--- config.mk ---
export PLATFORM = sky130hd
export DESIGN_NAME = rstp_cordic_cell
export DESIGN_NICKNAME = d
export VERILOG_FILES = /design/src/design/rstp_pkg.sv /design/src/design/rstp_cordic_cell.sv
export SDC_FILE = /design/constraint.sdc
export NUM_CORES = 1
export LEC_CHECK = 0
export BUFFER_PORTS_ARGS = -buffer_cell sky130_fd_sc_hd__clkbuf_2
export CORE_MARGIN = 4
export CORE_UTILIZATION = 65
export CTS_BUF_LIST = sky130_fd_sc_hd__clkbuf_2 sky130_fd_sc_hd__clkbuf_4 sky130_fd_sc_hd__clkbuf_8
export DETAILED_ROUTE_END_ITERATION = 12
export PLACE_DENSITY = 0.86
export SETUP_SLACK_MARGIN = 0.1
export SYNTH_ARGS = -nofsm -noshare
export SYNTH_HDL_FRONTEND = slang
export SYNTH_SLANG_ARGS = --single-unit
--- constraint.sdc ---
create_clock -name clock -period 13.59 [get_ports clock]
set_clock_uncertainty 0.05 [all_clocks]
set_input_delay 2.718 -clock clock [delete_from_list [all_inputs] [get_ports clock]]
set_output_delay 2.718 -clock clock [all_outputs]
set_load 0.02 [all_outputs]
--- src/design/rstp_pkg.sv ---
package rstp_pkg;

   localparam int RANGE_BITS    = 16;
   localparam int ANGLE_BITS    = 16;
   localparam int CORDIC_STAGES = 16;
   localparam int MAX_BEAMS     = 1024;

   localparam int REG_W      = 16;
   localparam int CSR_ADDR_W = 2;
   localparam int GUARD      = 14;
   localparam int TURN_W     = 32;
   localparam int TABLE_LEN  = 24;
   localparam int STAGE_W    = $clog2(TABLE_LEN);
   localparam int XY_W       = RANGE_BITS + GUARD + 2;
   localparam int PROD_W     = RANGE_BITS + TURN_W;
   localparam int CNT_W      = $clog2(MAX_BEAMS + 1);
   localparam int KEPT_W     = 11;
   localparam int COORD_W    = 17;
   localparam int COORD_MAX  = 65535;
   localparam int REQ_DATA_W = 16;
   localparam int RSP_DATA_W = 48;

   localparam logic [TURN_W-1:0] GAIN_Q32 = 32'd2608131496;

   localparam logic [TURN_W-1:0] ATAN_TABLE [TABLE_LEN] = '{
      32'd536870912, 32'd316933406, 32'd167458907, 32'd85004756,
      32'd42667331,  32'd21354465,  32'd10679838,  32'd5340245,
      32'd2670163,   32'd1335087,   32'd667544,    32'd333772,
      32'd166886,    32'd83443,     32'd41722,     32'd20861,
      32'd10430,     32'd5215,      32'd2608,      32'd1304,
      32'd652,       32'd326,       32'd163,       32'd81
   };

   typedef enum logic [CSR_ADDR_W-1:0] {
      CSR_START_ANGLE  = 2'd0,
      CSR_ANGLE_STEP   = 2'd1,
      CSR_USABLE_RANGE = 2'd2,
      CSR_SENSOR_MAX   = 2'd3
   } csr_index_type;

   typedef struct packed {
      logic              keep;
      logic [KEPT_W-1:0] kept;
      logic              last;
   } rstp_side_type;

   typedef struct packed {
      logic signed [XY_W-1:0]   x;
      logic signed [XY_W-1:0]   y;
      logic signed [TURN_W-1:0] z;
      rstp_side_type            side;
   } rstp_vec_type;

endpackage

--- src/design/rstp_cordic_cell.sv ---
module rstp_cordic_cell (
   input  logic                         clock,
   input  logic                         reset,
   input  logic [rstp_pkg::STAGE_W-1:0] stage_idx,
   input  logic                         in_valid,
   output logic                         in_ready,
   input  rstp_pkg::rstp_vec_type        in_vec,
   output logic                         out_valid,
   input  logic                         out_ready,
   output rstp_pkg::rstp_vec_type        out_vec
);
   import rstp_pkg::*;

   logic                   valid_ff, valid_in;
   rstp_vec_type           vec_ff, vec_in;
   logic signed [XY_W-1:0] dx, dy;
   logic [TURN_W-1:0]      atan_val;

   assign in_ready  = !valid_ff || out_ready;
   assign out_valid = valid_ff;
   assign out_vec   = vec_ff;

   always_comb begin
      dx       = in_vec.y >>> stage_idx;
      dy       = in_vec.x >>> stage_idx;
      atan_val = ATAN_TABLE[stage_idx];
      vec_in   = in_vec;
      if (!in_vec.z[TURN_W-1]) begin
         vec_in.x = in_vec.x - dx;
         vec_in.y = in_vec.y + dy;
         vec_in.z = in_vec.z - $signed(atan_val);
      end else begin
         vec_in.x = in_vec.x + dx;
         vec_in.y = in_vec.y - dy;
         vec_in.z = in_vec.z + $signed(atan_val);
      end
      valid_in = in_ready ? in_valid : valid_ff;
   end

   always_ff @(posedge clock) begin
      if (reset) begin
         valid_ff <= 1'b0;
      end else begin
         valid_ff <= valid_in;
      end
   end

   always_ff @(posedge clock) begin
      if (in_valid && in_ready) begin
         vec_ff <= vec_in;
      end
   end

endmodule

==> results_dict.tcl <==
set metrics [dict create \
    clk_pin_slew_ns 0.13 \
    syn_nets 1908 \
    crit_fanout 58 \
    postLayoutCoreUtil_pct 72.44 \
    slew_violations 0 \
    antenna_found_initial 1 \
    n_fill_cell 1748 \
    die_area_um2 25750 \
    run_status "complete, no violations" \
    synth.largest_area_cell "edfxtp_1" \
    drc 0 \
    ctsResizeCount 0 \
    whs_endpoint "out_valid" \
    async_flop_share_pct 0 \
    reg2reg_slack_ns 11.37 \
    synth_cells 1670 \
    root_buffer "clkbuf_8" \
    reg2regPathDepth 3 \
    crit_type "in -> reg" \
    cp_num_buf_inv 3 \
    cts_tree "built" \
    cts.htree.levels 3 \
    cp_cell_sequence "buf_4 -> buf_4 -> mux4_2 -> a222oi_1 -> o22ai_1 -> nor3_1 -> ha_1 -> nand3_1 -> inv_1 -> a31oi_1 -> xnor2_1 -> ha_1 -> and3_1 -> a221o_1 -> a31oi_1 -> o21ai_0 -> o21a_1 -> o21a_1 -> o31ai_1 -> or4b_2 -> o311ai_0" \
    cp_top_family "compound AO/OA/AOI/OAI gates" \
    synthesis.area_um2 15110 \
    p_leak_nw 6.838 \
    boundaryPins 229 \
    grt_pass1_vias 14460 \
    seq_area_um2 3293 \
    ys_seq_area_share_pct 21.79 \
    whs_path_depth 2 \
    dp_hpwl_um 39740 \
    ctsHoldBuffers 0 \
    grt_overflow_total 0 \
    totalWireLength_um 52550 \
    ys_seq_elements 110 \
    worstSetupStartpointType "input port" \
    worstHoldStart "out_valid" \
    maxCapViolations 0 \
    rows 55 \
    r2r-end "out_vec[25]" \
    hold_viol_final 0 \
    initial_core_util_pct 66.34 \
    layout_commonest_cell "clkbuf_2" \
    synth_edf_count 109 \
    nNetsFinal 2074 \
    detail_route.wl_per_cell_um 24.38 \
    crit-reg2reg-launch "out_valid" \
    gp_congestion 1.079 \
    core-area_um2 22780 \
    setup_tns_ns 0 \
    ys.flop_type "edfxtp_1" \
    port_buffers 228 \
    crit_cells 21 \
    cts.sinks 110 \
    synthTopCellsByArea "edfxtp_1 (22%), mux4_2 (10%), ha_1 (9.7%), xnor2_1 (6.0%), a21oi_1 (5.4%)" \
    ant_nets 0 \
    clock_latency_ns 0.41 \
    drt_iter0_drc 2354 \
    cp-end-kind "flop" \
    area_growth_pct 9.199 \
    route.vias.total 15320 \
    yosys_warnings 0 \
    setup_viol 0 \
    hold_path.class "reg -> reg" \
    cts.path.max_buffers 2 \
    fp.dieW_um 160.5 \
    multi_input_area_um2 11140 \
    rsz0062_at_grt "no" \
    worstPathArrival_ns 9.96 \
    die_y_um 160.5 \
    drive_gt1_share_pct 21.46 \
    max_slew.worst_pin.slew_ns 1.098 \
    slew_headroom_pct 26.18 \
    vias_per_cell 7.110 \
    cp.required_ns 13.75 \
    yosys.area.top_type_share_pct 21.66 \
    power.density_nw_per_um2 105.3 \
    post_synth_num_cell_types 89 \
    post-cts-setup-buffers 0 \
    grt_start_max_net_pins 84 \
    period_share_pct 72.09 \
    crit_path_max_incr_delay_ns 0.74 \
    cts_buffers 9 \
    grt_pass1_wl_um 81230 \
    track_usage_pct 39.24 \
    peakVddDrop_v 0.00008504 \
    postSynthAreaPerCell_um2 9.048 \
    layout_common_cells "clkbuf_2 (225), a21oi_1 (162), nand2_1 (130)" \
    fmax_ghz 0.1021 \
    crit_path_top_delay_cell "a222oi_1" \
    post-route-min-period_ns 9.796 \
    first_pass_iters 7 \
]
[metrics by stage]
step	setup slack (ns)	hold WS [ns]	power (mW)	cell area (um^2)	cells
CTS	4.193	0.4812	1.711	16500	2154
global route	3.325	0.5336	1.832	16500	2155
finish	3.794	0.4828	1.737	16500	2155
detailed placement	3.751	0.4627	1.499	16310	2138
global placement	3.834	0.4487	1.465	16310	2138
floorplan	5.865	0.6790	1.225	15110	1670
[where the power goes]
| group | leakage (nW) | switching, mW | internal [mW] |
|---|---|---|---|
| registers | 1.06 | 0.0199 | 0.481 |
| clock network | 0.0992 | 0.138 | 0.0751 |
| logic | 5.68 | 0.634 | 0.389 |
[area by class of cell]
| cell class | instances | area share (%) |
|---|---|---|
| Clock buffer | 10 | 0.8341 |
| Clock inverter | 6 | 0.3109 |
| Tap cell | 313 | 2.373 |
| Multi-Input combinational cell | 1415 | 67.49 |
| Timing Repair Buffer | 246 | 7.787 |
| Sequential cell | 110 | 19.96 |
| Inverter | 54 | 1.228 |
| Antenna cell | 1 | 0.01517 |
[worst reg2reg max path, delay by kind of cell (launching register included)]
kind,cells,cell delay [ns]
DFF,1,0.33
buffers and inverters,1,0.69
and+or+nand+nor,2,0.74
[cells by family (layout without fill, tap and decap cells)]
logic type	Yosys count	in the layout	synth area share, %
AO/OA/AOI/OAI	522	522	22.42
AND/OR/NAND/NOR	456	456	15.34
XOR/XNOR	164	164	9.597
multiplexers	153	153	16.24
buffers and inverters	145	316	4.521
adder cells (fa/ha/maj)	120	120	10.09
flip-flops	110	110	21.79
other	0	1	0
[state kept, by name, indices dropped and copies added (netlist names)]
| name | flops |
|---|---|
| out_vec | 109 |
| out_valid | 1 |
[routing by layer]
| layer | vias up | track usage [%] | wire [um] |
|---|---|---|---|
| li1 | 6753 | - | - |
| met1 | 7145 | 55.58 | 20810 |
| met2 | 1238 | 59.42 | 22620 |
| met3 | 187 | 9.648 | 7292 |
| met4 | 0 | 12.67 | 1824 |
| met5 | - | 0 | 0 |
[synthesized netlist by cell type (41+ instances only)]
master / n
a21oi_1: 162
clkbuf_1: 41
edfxtp_1: 109
ha_1: 117
inv_1: 51
mux2i_1: 49
mux4_2: 70
nand2_1: 130
nor2_1: 113
o21ai_0: 90
xnor2_1: 104
xor2_1: 59
[worst max-delay path by stage]
stage | start | end | slack [ns]
floorplan | stage_idx[0] | out_vec[69] | 5.87
global placement | stage_idx[1] | out_vec[94] | 3.83
detailed placement | stage_idx[0] | out_vec[69] | 3.75
CTS | stage_idx[2] | out_vec[94] | 4.19
global route | stage_idx[0] | out_vec[69] | 3.32
finish | stage_idx[2] | out_vec[94] | 3.79
Note: power is estimated with default switching activity, not from simulation.
