==> src/design/rstp_pkg.sv <==
package rstp_pkg;

   localparam int RANGE_BITS    = 16;
   localparam int ANGLE_BITS    = 16;
   localparam int CORDIC_STAGES = 16;
   localparam int MAX_BEAMS     = 1024;

   localparam int REG_W      = 16;
   localparam int CSR_ADDR_W = 2;
   localparam int GUARD      = 14;
   localparam int TURN_W     = 32;
   localparam int TABLE_LEN  = 24;
   localparam int STAGE_W    = $clog2(TABLE_LEN);
   localparam int XY_W       = RANGE_BITS + GUARD + 2;
   localparam int PROD_W     = RANGE_BITS + TURN_W;
   localparam int CNT_W      = $clog2(MAX_BEAMS + 1);
   localparam int KEPT_W     = 11;
   localparam int COORD_W    = 17;
   localparam int COORD_MAX  = 65535;
   localparam int REQ_DATA_W = 16;
   localparam int RSP_DATA_W = 48;

   localparam logic [TURN_W-1:0] GAIN_Q32 = 32'd2608131496;

   localparam logic [TURN_W-1:0] ATAN_TABLE [TABLE_LEN] = '{
      32'd536870912, 32'd316933406, 32'd167458907, 32'd85004756,
      32'd42667331,  32'd21354465,  32'd10679838,  32'd5340245,
      32'd2670163,   32'd1335087,   32'd667544,    32'd333772,
      32'd166886,    32'd83443,     32'd41722,     32'd20861,
      32'd10430,     32'd5215,      32'd2608,      32'd1304,
      32'd652,       32'd326,       32'd163,       32'd81
   };

   typedef enum logic [CSR_ADDR_W-1:0] {
      CSR_START_ANGLE  = 2'd0,
      CSR_ANGLE_STEP   = 2'd1,
      CSR_USABLE_RANGE = 2'd2,
      CSR_SENSOR_MAX   = 2'd3
   } csr_index_type;

   typedef struct packed {
      logic              keep;
      logic [KEPT_W-1:0] kept;
      logic              last;
   } rstp_side_type;

   typedef struct packed {
      logic signed [XY_W-1:0]   x;
      logic signed [XY_W-1:0]   y;
      logic signed [TURN_W-1:0] z;
      rstp_side_type            side;
   } rstp_vec_type;

endpackage

==> src/design/rstp_front.sv <==
module rstp_front (
   input  logic                           clock,
   input  logic                           reset,
   input  logic                           csr_we,
   input  logic [rstp_pkg::CSR_ADDR_W-1:0] csr_addr,
   input  logic [rstp_pkg::REG_W-1:0]      csr_wdata,
   input  logic                           req_tvalid,
   output logic                           req_tready,
   input  logic [rstp_pkg::REQ_DATA_W-1:0] req_tdata,
   input  logic                           req_tlast,
   output logic                           out_valid,
   input  logic                           out_ready,
   output rstp_pkg::rstp_vec_type          out_vec
);
   import rstp_pkg::*;

   logic [ANGLE_BITS-1:0] start_angle_ff, angle_step_ff, beam_angle_ff, beam_angle_in;
   logic [RANGE_BITS-1:0] usable_range_ff, sensor_max_ff;
   logic [CNT_W-1:0]      kept_count_ff, kept_count_in, cnt_next;
   logic                  valid_ff, valid_in;
   rstp_vec_type          vec_ff, vec_in;

   logic [RANGE_BITS-1:0] range_val, limit;
   logic                  keep, take, fold;
   logic [PROD_W-1:0]     prod;
   logic [XY_W-1:0]       mag;
   logic [TURN_W-1:0]     turn_angle;

   assign req_tready = !valid_ff || out_ready;
   assign take       = req_tvalid && req_tready;
   assign out_valid  = valid_ff;
   assign out_vec    = vec_ff;

   always_comb begin
      range_val  = RANGE_BITS'(req_tdata);
      limit      = (usable_range_ff < sensor_max_ff) ? usable_range_ff : sensor_max_ff;
      keep       = (range_val < limit) && (kept_count_ff < CNT_W'(MAX_BEAMS));
      cnt_next   = kept_count_ff + CNT_W'(keep);
      prod       = PROD_W'(range_val) * PROD_W'(GAIN_Q32);
      mag        = XY_W'(prod[PROD_W-1:TURN_W-GUARD]);
      turn_angle = TURN_W'(beam_angle_ff) << (TURN_W - ANGLE_BITS);
      fold       = turn_angle[TURN_W-1] ^ turn_angle[TURN_W-2];

      vec_in.x         = fold ? -mag : mag;
      vec_in.y         = '0;
      vec_in.z         = fold ? {~turn_angle[TURN_W-1], turn_angle[TURN_W-2:0]} : turn_angle;
      vec_in.side.keep = keep;
      vec_in.side.kept = KEPT_W'(cnt_next);
      vec_in.side.last = req_tlast;

      valid_in      = req_tready ? req_tvalid : valid_ff;
      beam_angle_in = beam_angle_ff;
      kept_count_in = kept_count_ff;
      if (csr_we && (csr_addr == CSR_START_ANGLE)) begin
         beam_angle_in = ANGLE_BITS'(csr_wdata);
      end else if (take) begin
         if (req_tlast) begin
            beam_angle_in = start_angle_ff;
            kept_count_in = '0;
         end else begin
            beam_angle_in = beam_angle_ff + angle_step_ff;
            kept_count_in = cnt_next;
         end
      end
   end

   always_ff @(posedge clock) begin
      if (reset) begin
         start_angle_ff  <= '0;
         angle_step_ff   <= '0;
         usable_range_ff <= RANGE_BITS'(16'hFFFF);
         sensor_max_ff   <= RANGE_BITS'(16'hFFFF);
         beam_angle_ff   <= '0;
         kept_count_ff   <= '0;
         valid_ff        <= 1'b0;
      end else begin
         beam_angle_ff <= beam_angle_in;
         kept_count_ff <= kept_count_in;
         valid_ff      <= valid_in;
         if (csr_we) begin
            unique case (csr_addr)
               CSR_START_ANGLE:  start_angle_ff  <= ANGLE_BITS'(csr_wdata);
               CSR_ANGLE_STEP:   angle_step_ff   <= ANGLE_BITS'(csr_wdata);
               CSR_USABLE_RANGE: usable_range_ff <= RANGE_BITS'(csr_wdata);
               CSR_SENSOR_MAX:   sensor_max_ff   <= RANGE_BITS'(csr_wdata);
               default: ;
            endcase
         end
      end
   end

   always_ff @(posedge clock) begin
      if (take) begin
         vec_ff <= vec_in;
      end
   end

endmodule

==> config.mk <==
export PLATFORM = sky130hd
export DESIGN_NAME = rstp_front
export DESIGN_NICKNAME = d
export VERILOG_FILES = /design/src/design/rstp_pkg.sv /design/src/design/rstp_front.sv
export SDC_FILE = /design/constraint.sdc
export NUM_CORES = 1
export LEC_CHECK = 0
export ABC_AREA = 0
export BUFFER_PORTS_ARGS = -buffer_cell sky130_fd_sc_hd__buf_2
export CAP_MARGIN = 20
export CELL_PAD_IN_SITES_DETAIL_PLACEMENT = 0
export CELL_PAD_IN_SITES_GLOBAL_PLACEMENT = 1
export CORE_UTILIZATION = 43
export CTS_CLUSTER_SIZE = 40
export DETAILED_ROUTE_END_ITERATION = 12
export PLACE_DENSITY = 0.82
export REMOVE_ABC_BUFFERS = 1
export SETUP_SLACK_MARGIN = 0.05
export SLEW_MARGIN = 10
export SYNTH_ARGS = -nofsm -noshare
export SYNTH_HDL_FRONTEND = slang
export SYNTH_SLANG_ARGS = --single-unit
==> constraint.sdc <==
create_clock -name clock -period 6.8 [get_ports clock]
set_clock_uncertainty 0.2 [all_clocks]
set_input_delay 0.34 -clock clock [delete_from_list [all_inputs] [get_ports clock]]
set_output_delay 0.34 -clock clock [all_outputs]
set_load 0.02 [all_outputs]
==> results of run 1 <==
==> what timing repair did <==
item	CTS	global route
pin swaps	0	11
hold buffers	18	0
buffers inserted	0	1
endpoints found under the setup margin	7	20
gates resized for setup	2	59
hold endpoints to repair	74	0
==> state kept, by name, indices dropped and copies added (netlist names) <==
signal,cells
angle_step_ff,16
beam_angle_ff,16
kept_count_ff,11
out_valid,1
out_vec,61
sensor_max_ff,16
start_angle_ff,16
usable_range_ff,16
==> cell families (layout without fill, tap and decap cells) <==
| family | count (synthesis) | after routing | share of synthesized area, % |
|---|---|---|---|
| xor+xnor | 89 | 89 | 4.81 |
| fa+ha+maj | 381 | 381 | 36.7 |
| other cells | 1 | 49 | 0.0229 |
| buf+inv | 407 | 683 | 10.6 |
| mux | 2 | 2 | 0.122 |
| flops | 153 | 153 | 22.4 |
| simple gates | 404 | 404 | 11.7 |
| compound gates | 345 | 345 | 13.6 |
==> layer usage <==
metal	vias up	track usage, %	share of wire [%]
met5	-	0	0.019
li1	6459	-	-
met1	6280	30.5	47
met4	2	5.02	1.6
met3	44	3.52	4.2
met2	251	36.4	47
==> layout make-up <==
cell class                 count  area [um^2]  share of cell area [%]
clock inverter                15          171                   0.863
multi-input combinational   1269        11400                    57.5
clock buffer                  17          425                    2.14
sequential                   153         3670                    18.5
timing repair buffer         345         2380                    12.0
inverter                     306         1150                    5.79
tap                          511          639                    3.22
antenna                        1         2.50                  0.0126
==> critical path, stage by stage <==
cell and delay [ps]:
buf_2 150, ha_1 340, buf_4 160, inv_1 80, fa_1 550, inv_1 60, fa_1 450, fa_1 520
inv_1 50, fa_1 480, inv_1 60, fa_1 490, ha_1 360, a21oi_1 240, o21ai_2 130, nor3_4 270
a21oi_2 120, or3_1 390, a22oi_2 260, nor4b_4 280, nand2_2 120, nor3_2 210, buf_4 180, a41oi_1 130
xnor2_1 150
==> per-stage QoR <==
stage,setup WS [ps],cell area [um^2]
floorplan,165,16000
global placement,-415,18800
detailed placement,-556,18800
CTS,110,19600
global route,0.382,19900
finish,209,19900
==> cells in the final DEF (no fill, tap or decap), types with 17 or more instances in the layout <==
| cell type | instances |
|---|---|
| a211o_1 | 17 |
| a21o_1 | 22 |
| a21oi_1 | 130 |
| buf_2 | 102 |
| buf_4 | 225 |
| clkbuf_16 | 17 |
| conb_1 | 48 |
| dfxtp_1 | 92 |
| dlygate4sd3_1 | 18 |
| edfxtp_1 | 61 |
| fa_1 | 162 |
| ha_1 | 211 |
| inv_1 | 303 |
| nand2_1 | 160 |
| nand3_1 | 34 |
| nor2_1 | 89 |
| o211ai_1 | 21 |
| o21ai_0 | 45 |
| xnor2_1 | 51 |
| xor2_1 | 34 |
==> worst paths after layout <==
check | from | to | slack (ps)
hold / removal | csr_addr[1] | angle_step_ff[3] | 100
setup reg to reg | sensor_max_ff[1] | kept_count_ff[8] | 1010
hold reg to reg | start_angle_ff[10] | start_angle_ff[10] | 260
setup / recovery | req_tdata[6] | out_vec[106] | 210
==> reports/qor.txt, run 1 <==
1st-iter DRT viols -> 687
Yosys reg bits -> 153
sequential fraction of the synthesis area -> 22.4%
syn_area_per_cell -> 9.19 um^2
RSZ-0062 raised after global routing -> yes
nets -> 2513
CTS Root Cell -> clkbuf_16
Post-synth EDFFs -> 61
critical path startpoint category -> primary input
Num CTS Buffers -> 17
largest net degree at the start of global routing -> 54
GRT Total Usage -> 22.1%
count of input and output buffers -> 102
FILL cells -> 3492
worst hold margin -> 96.7 ps
# DRC -> 0
Routed WL -> 42.1 mm
Netlist cell types -> 89
via count -> 13036
Mapped Cells -> 1782
H-tree depth -> 4
Worst Tran Pin Value -> 1030 ps
clock-pin transition on the worst setup and hold timing paths -> 70 ps
Mapped Area -> 16400 um^2
Max-Cap Viols -> 0
Critical Path Sink Type -> register
global-route wire length before repair -> 67.1 mm
post-layout util -> 52.8%
Non-Filler Instances -> 2617
Die ar. -> 38900 um^2
ranking of synthesized cells by area -> fa_1 (20%), ha_1 (16%), dfxtp_1 (11%)
vias per cell -> 4.98
initial antenna violation count -> 2
Register-to-Register Path Depth -> 22
peak fanout along the critical path -> 6
Final Max Slew Viols -> 0
share of cells above drive strength 1 -> 21.5%
Clk Latency, worst-skew pair -> 460 ps
top cell type by total area after synthesis -> fa_1
total negative slack -> 0 ps
async set-reset flop share out of synthesis -> 0%
final hold viol count -> 0
CORE AREA -> 37600 um^2
critical path class -> in -> reg
Tcrit/Tclk final -> 96.9%
CTS tree -> yes
most frequent cell after synthesis -> inv_1
Detailed Routing Iterations Pass 1 -> 4
Clock Tree Buf Depth -> 2
row count -> 71
clk sink count -> 153
status -> finished, final reports clean
antenna-violating nets left -> 0
routed len/inst -> 16.1 um
vias in the first global route -> 13023
Area growth syn-to-layout -> 21.3%
Worst EP required -> 6800 ps
final setup fails -> 0
I/O pin cnt -> 151
CP arrival -> 6590 ps
die height -> 197 um
GP Congestion -> 0.939
die extent in x -> 197 um
Overflow after GRT -> 0
area share of the largest cell type after synthesis -> 20.3%
commonest cells in the netlist -> inv_1 (305), ha_1 (215), fa_1 (166), nand2_1 (162), a21oi_1 (139)
Tightest Hold Check Type -> in -> reg
Tmin final -> 6590 ps
Initial Utilization -> 43.6%
Main synth FF type -> dfxtp_1
Hold Crit Depth -> 4
Slew headroom -> 30.9%
DPL Wire Length -> 35.2 mm
yosys warns -> 0
cell count after placement -> 2563
maximum clock frequency -> 0.152 GHz
Power of run 1 is not shown: default switching activity piles up to over one toggle a cycle in this logic, so the estimate is an artifact.
==> inputs of run 2 (changes only) <==
--- a/config.mk
+++ b/config.mk
@@ -10,6 +10,7 @@
 export CAP_MARGIN = 20
 export CELL_PAD_IN_SITES_DETAIL_PLACEMENT = 0
 export CELL_PAD_IN_SITES_GLOBAL_PLACEMENT = 1
+export CORE_ASPECT_RATIO = 1.2
 export CORE_UTILIZATION = 43
 export CTS_CLUSTER_SIZE = 40
 export DETAILED_ROUTE_END_ITERATION = 12
==> reports/qor.txt, run 2 (synthesized netlist as in run 1, its figures left out) <==
Worst EP required -> 6780 ps (-20 ps)
Clk Latency, worst-skew pair -> 450 ps (about the same)
final setup fails -> 0 (unchanged)
Routed WL -> 42.5 mm (+1.0%)
CP Buf/Inv Count -> 5 (-2)
nets -> 2514 (+0.040%)
final hold viol count -> 0 (unchanged)
count of input and output buffers -> 102 (unchanged)
largest net degree at the start of global routing -> 89 (+65%)
antenna-violating nets left -> 0 (unchanged)
Overflow after GRT -> 0 (unchanged)
Clock Tree Buf Depth -> 2 (unchanged)
Area growth syn-to-layout -> 21.0%
I/O pin cnt -> 151 (unchanged)
H-tree depth -> 4 (unchanged)
Final Worst Setup Slack -> 153 ps (-56.7 ps)
CP most frequent cell -> fa_1
Detailed Routing Iterations Pass 1 -> 5 (+1)
Critical Path Sink Type -> register
FILL cells -> 3478 (-0.40%)
Tcrit/Tclk final -> 97.8% (+0.83 points)
die height -> 216 um (+9.4%)
pre-CTS WS -> -464 ps (+91.3 ps)
maximum clock frequency -> 0.150 GHz (-0.85%)
CP max-delay cell -> fa_1
CORE AREA -> 37200 um^2 (-1.0%)
critical path's top delay family -> adder cells
clk sink count -> 153 (unchanged)
vias in the first global route -> 13327 (+2.3%)
1st-iter DRT viols -> 598 (-13%)
post-layout util -> 53.3% (+0.42 points)
total negative slack -> 0 ps (unchanged)
max reg flops -> 61 (unchanged)
critical path startpoint category -> primary input
most common library cell in the layout ignoring fill and taps -> inv_1
# DRC -> 0 (unchanged)
via count -> 13048 (+0.092%)
status -> finished, final reports clean
most frequent cells in the layout -> inv_1 (304), buf_4 (224), ha_1 (211), fa_1 (161), nand2_1 (160)
global-route wire length before repair -> 67.8 mm (+1.0%)
Die ar. -> 38900 um^2 (about the same)
CTS tree -> yes
Worst Tran Pin Value -> 1060 ps (+22.2 ps)
Max-Cap Viols -> 0 (unchanged)
vias per cell -> 5.06 (+1.5%)
Slew headroom -> 29.6% (-1.2 points)
peak fanout along the critical path -> 6 (unchanged)
routed len/inst -> 16.5 um (+2.4%)
GP Congestion -> 0.980 (+4.4%)
Tightest Hold Check Type -> in -> reg
GRT Total Usage -> 22.3% (+0.20 points)
Initial Utilization -> 44.0% (+0.46 points)
worst path cell trace -> buf_2, fa_1, ha_1, or2_2, fa_1, fa_1, fa_1, inv_1, fa_1, inv_1, ha_1, nand2_1, nor3_1, a22oi_2, a211oi_2, buf_4, nor2_1, xnor2_1, nor4_2, buf_4, nand4_4, o311ai_1, xor2_1
worst hold margin -> 87.4 ps (-9.31 ps)
Critical Path Max Stage Delay -> 550 ps (about the same)
clock-pin transition on the worst setup and hold timing paths -> 60 ps (about the same)
DPL Wire Length -> 35.3 mm (+0.30%)
Num CTS Buffers -> 17 (unchanged)
initial antenna violation count -> 1 (-1)
Final Max Slew Viols -> 0 (unchanged)
die extent in x -> 180 um (-8.6%)
CP arrival -> 6630 ps (+40 ps)
row count -> 77 (+8.5%)
critical path class -> in -> reg
Tmin final -> 6650 ps (+56.7 ps)
CTS Root Cell -> clkbuf_16
share of cells above drive strength 1 -> 20.9% (-0.53 points)
## run 2: final timing paths
path / from / end / slack [ps] / depth (start not counted)
hold reg to reg: start_angle_ff[10] / start_angle_ff[10] / 250 / 2
hold / removal: csr_addr[0] / beam_angle_ff[5] / 90 / 4
setup / recovery: req_tdata[10] / out_vec[101] / 150 / 23
setup reg to reg: sensor_max_ff[1] / kept_count_ff[8] / 890 / 22
## run 2: worst register-to-register path, stage by stage, from the launching register on
cell and delay, ps:
dfxtp_1 310, inv_1 60, ha_1 270, a21o_1 160, a21o_1 180, a21oi_1 140, o21ai_0 120, a211oi_1 310
o211a_1 790, nor2_1 80, a21oi_1 230, ha_1 300, a21o_1 160, a21oi_1 140, nor2b_1 60, o21a_1 160
or4_1 400, o21ai_0 400, ha_1 310, ha_1 270, nand3_1 130, or4_1 480, a21oi_1 150
## run 2: per-layer routing
metal,vias up,track usage [%],share of wire [%]
met4,0,7.95,3.0
met2,255,41.7,52
met1,6273,26.1,42
met5,-,0,0
met3,69,2.87,2.7
li1,6451,-,-
## run 2: timing repair
action                     CTS  global route
setup buffers                0             3
hold endpoints to repair    69             0
setup endpoints to repair    2            18
resized for setup            1            56
hold buffers                18             0
pin swaps                    0            15
## run 2: per-stage QoR
stage / cells / area [um^2]
finish: 2581 / 19800
global route: 2580 / 19800
CTS: 2575 / 19500
detailed placement: 2525 / 18700
global placement: 2525 / 18700
floorplan: 1728 / 16000
## run 2: layout make-up
class / count / area [um^2] / area share, %
clock inverter: 10 / 83.8 / 0.423
antenna: 1 / 2.50 / 0.0126
multi-input combinational: 1269 / 11400 / 57.7
timing repair buffer: 346 / 2410 / 12.2
tap: 474 / 593 / 2.99
inverter: 306 / 1150 / 5.81
clock buffer: 22 / 464 / 2.34
sequential: 153 / 3670 / 18.5
Power of run 2 is left out for the same reason.
==> inputs of run 3 (changes only) <==
==> constraint.sdc (replaced) <==
create_clock -name clock -period 6.8 [get_ports clock]
set_clock_uncertainty 0.2 [all_clocks]
set_input_delay 1.02 -clock clock [delete_from_list [all_inputs] [get_ports clock]]
set_output_delay 1.02 -clock clock [all_outputs]
set_load 0.02 [all_outputs]
==> reports/qor.txt, run 3 (synthesized netlist as in run 1, its figures left out) <==
total negative slack -> -1330 ps (-1330 ps)
largest net degree at the start of global routing -> 89 (unchanged)
critical path startpoint category -> primary input
pre-CTS WS -> -1200 ps (-738 ps)
die height -> 216 um (unchanged)
vias per cell -> 5.07 (+0.38%)
most frequent cells in the layout -> inv_1 (284), buf_4 (270), ha_1 (183), nand2_1 (155), fa_1 (153)
CP Buf/Inv Count -> 5 (unchanged)
CORE AREA -> 37200 um^2 (unchanged)
HP Start -> start_angle_ff[10]
Worst EP required -> 6800 ps (+20 ps)
Critical Path Max Stage Delay -> 570 ps (+20 ps)
Initial Utilization -> 44.0% (unchanged)
peak fanout along the critical path -> 5 (-1)
Final Worst Setup Slack -> -157 ps (-309 ps)
# DRC -> 0 (unchanged)
Clock Tree Buf Depth -> 2 (unchanged)
routed len/inst -> 16.7 um (+1.5%)
DPL Wire Length -> 35.3 mm (-0.14%)
Tcrit/Tclk final -> 102% (+4.5 points)
Clk Latency, worst-skew pair -> 470 ps (+20 ps)
Tightest Hold Check Type -> reg -> reg
Critical Path Sink Type -> register
H-tree depth -> 4 (unchanged)
clock-pin transition on the worst setup and hold timing paths -> 70 ps (about the same)
Register-to-Register Path Depth -> 22 (unchanged)
Final Max Slew Viols -> 0 (unchanged)
critical path's top delay family -> adder cells
CTS tree -> yes
worst r2r src -> sensor_max_ff[1]
Reg2Reg Setup Slack -> 970 ps (+80 ps)
worst path cell trace -> buf_4, fa_1, ha_1, or2_2, fa_2, fa_2, fa_1, inv_2, fa_1, inv_2, ha_4, buf_4, a21oi_2, o21ai_2, a221o_1, o2bb2ai_2, a211oi_2, xnor2_2, nor4b_4, buf_4, nand4_4, o21ai_2, o311ai_2, xor2_1
vias in the first global route -> 13628 (+2.3%)
Hold Crit Depth -> 2 (-2)
final setup fails -> 14 (+14)
CP max-delay cell -> fa_2
CTS Root Cell -> clkbuf_16
cts hold-fix bufs -> 0 (-18)
Area growth syn-to-layout -> 29.2%
maximum clock frequency -> 0.144 GHz (-4.4%)
critical path class -> in -> reg
Routed WL -> 43.8 mm (+3.0%)
die extent in x -> 180 um (unchanged)
Tmin final -> 6960 ps (+309 ps)
Worst Tran Pin Value -> 1060 ps (+5.84 ps)
max reg flops -> 61 (unchanged)
global-route wire length before repair -> 70.2 mm (+3.5%)
antenna-violating nets left -> 0 (unchanged)
status -> finished, violations left
row count -> 77 (unchanged)
I/O pin cnt -> 151 (unchanged)
most common library cell in the layout ignoring fill and taps -> inv_1
via count -> 13291 (+1.9%)
Max-Cap Viols -> 0 (unchanged)
Num CTS Buffers -> 17 (unchanged)
Non-Filler Instances -> 2619 (+1.5%)
final hold viol count -> 0 (unchanged)
Die ar. -> 38900 um^2 (unchanged)
Detailed Routing Iterations Pass 1 -> 7 (+2)
Overflow after GRT -> 0 (unchanged)
violated checks -> setup timing
clk sink count -> 153 (unchanged)
nets -> 2553 (+1.6%)
cell count after placement -> 2548 (+0.91%)
Hold Path End -> start_angle_ff[10]
RSZ-0062 raised after global routing -> yes
GP Congestion -> 0.974 (-0.67%)
CP arrival -> 6960 ps (+330 ps)
1st-iter DRT viols -> 602 (+0.67%)
initial antenna violation count -> 1 (unchanged)
count of input and output buffers -> 102 (unchanged)
Slew headroom -> 29.2% (-0.39 points)
reg2reg end -> kept_count_ff[8]
antenna fix cells -> 0 (-1)
GRT Total Usage -> 23.1% (+0.79 points)
share of cells above drive strength 1 -> 29.0% (+8.0 points)
==> run 3: layer usage <==
metal  GRT usage [%]  vias to the layer above  share of wire, %
li1                -                     6548                 -
met1            27.1                     6385                42
met2            42.3                      270                51
met3            2.72                       88               2.8
met4            10.2                        0               4.0
met5               0                        -                 0
==> run 3: repair_timing <==
action                                  CTS  global route
gates cloned                              0             0
setup buffers                            28             9
resized for setup                       179            80
pin swaps                               109            45
endpoints found under the setup margin   28            24
==> run 3: through the flow <==
stage | hold WS, ps | cell area, um^2 | utilization (%)
6_report | 253 | 21200 | 56.9
5_1_grt | 274 | 21200 | 56.9
4_1_cts | 252 | 20700 | 55.6
3_5_place_dp | 242 | 18900 | 50.8
3_3_place_gp | 238 | 18900 | 50.8
2_1_floorplan | 226 | 16000 | -
==> run 3: tightest hold or removal path, stage by stage, from the launching register on <==
cell     delay (ps)
dfxtp_1         310
nand2_1          50
a21oi_1          50
==> run 3: final cells by class <==
type | count | area [um^2]
Clock buffer | 18 | 450
Clock inverter | 14 | 165
Fill cell | 3239 | 16000
Inverter | 306 | 1150
Multi-Input combinational cell | 1269 | 12300
Sequential cell | 153 | 3670
Tap cell | 474 | 593
Timing Repair Buffer | 385 | 2820
==> run 3: how the worst max path moves through the flow <==
| stage | startpoint | to | slack (ps) | cells after the start |
|---|---|---|---|---|
| finish | req_tdata[11] | out_vec[101] | -160 | 24 |
| global route | req_tdata[14] | out_vec[103] | -350 | 26 |
| CTS | req_tdata[3] | out_vec[105] | -140 | 25 |
| detailed placement | req_tdata[4] | out_vec[105] | -1200 | 25 |
| global placement | req_tdata[4] | out_vec[105] | -1200 | 25 |
| floorplan | req_tdata[13] | out_vec[106] | -510 | 23 |
Power of run 3 is left out for the same reason.
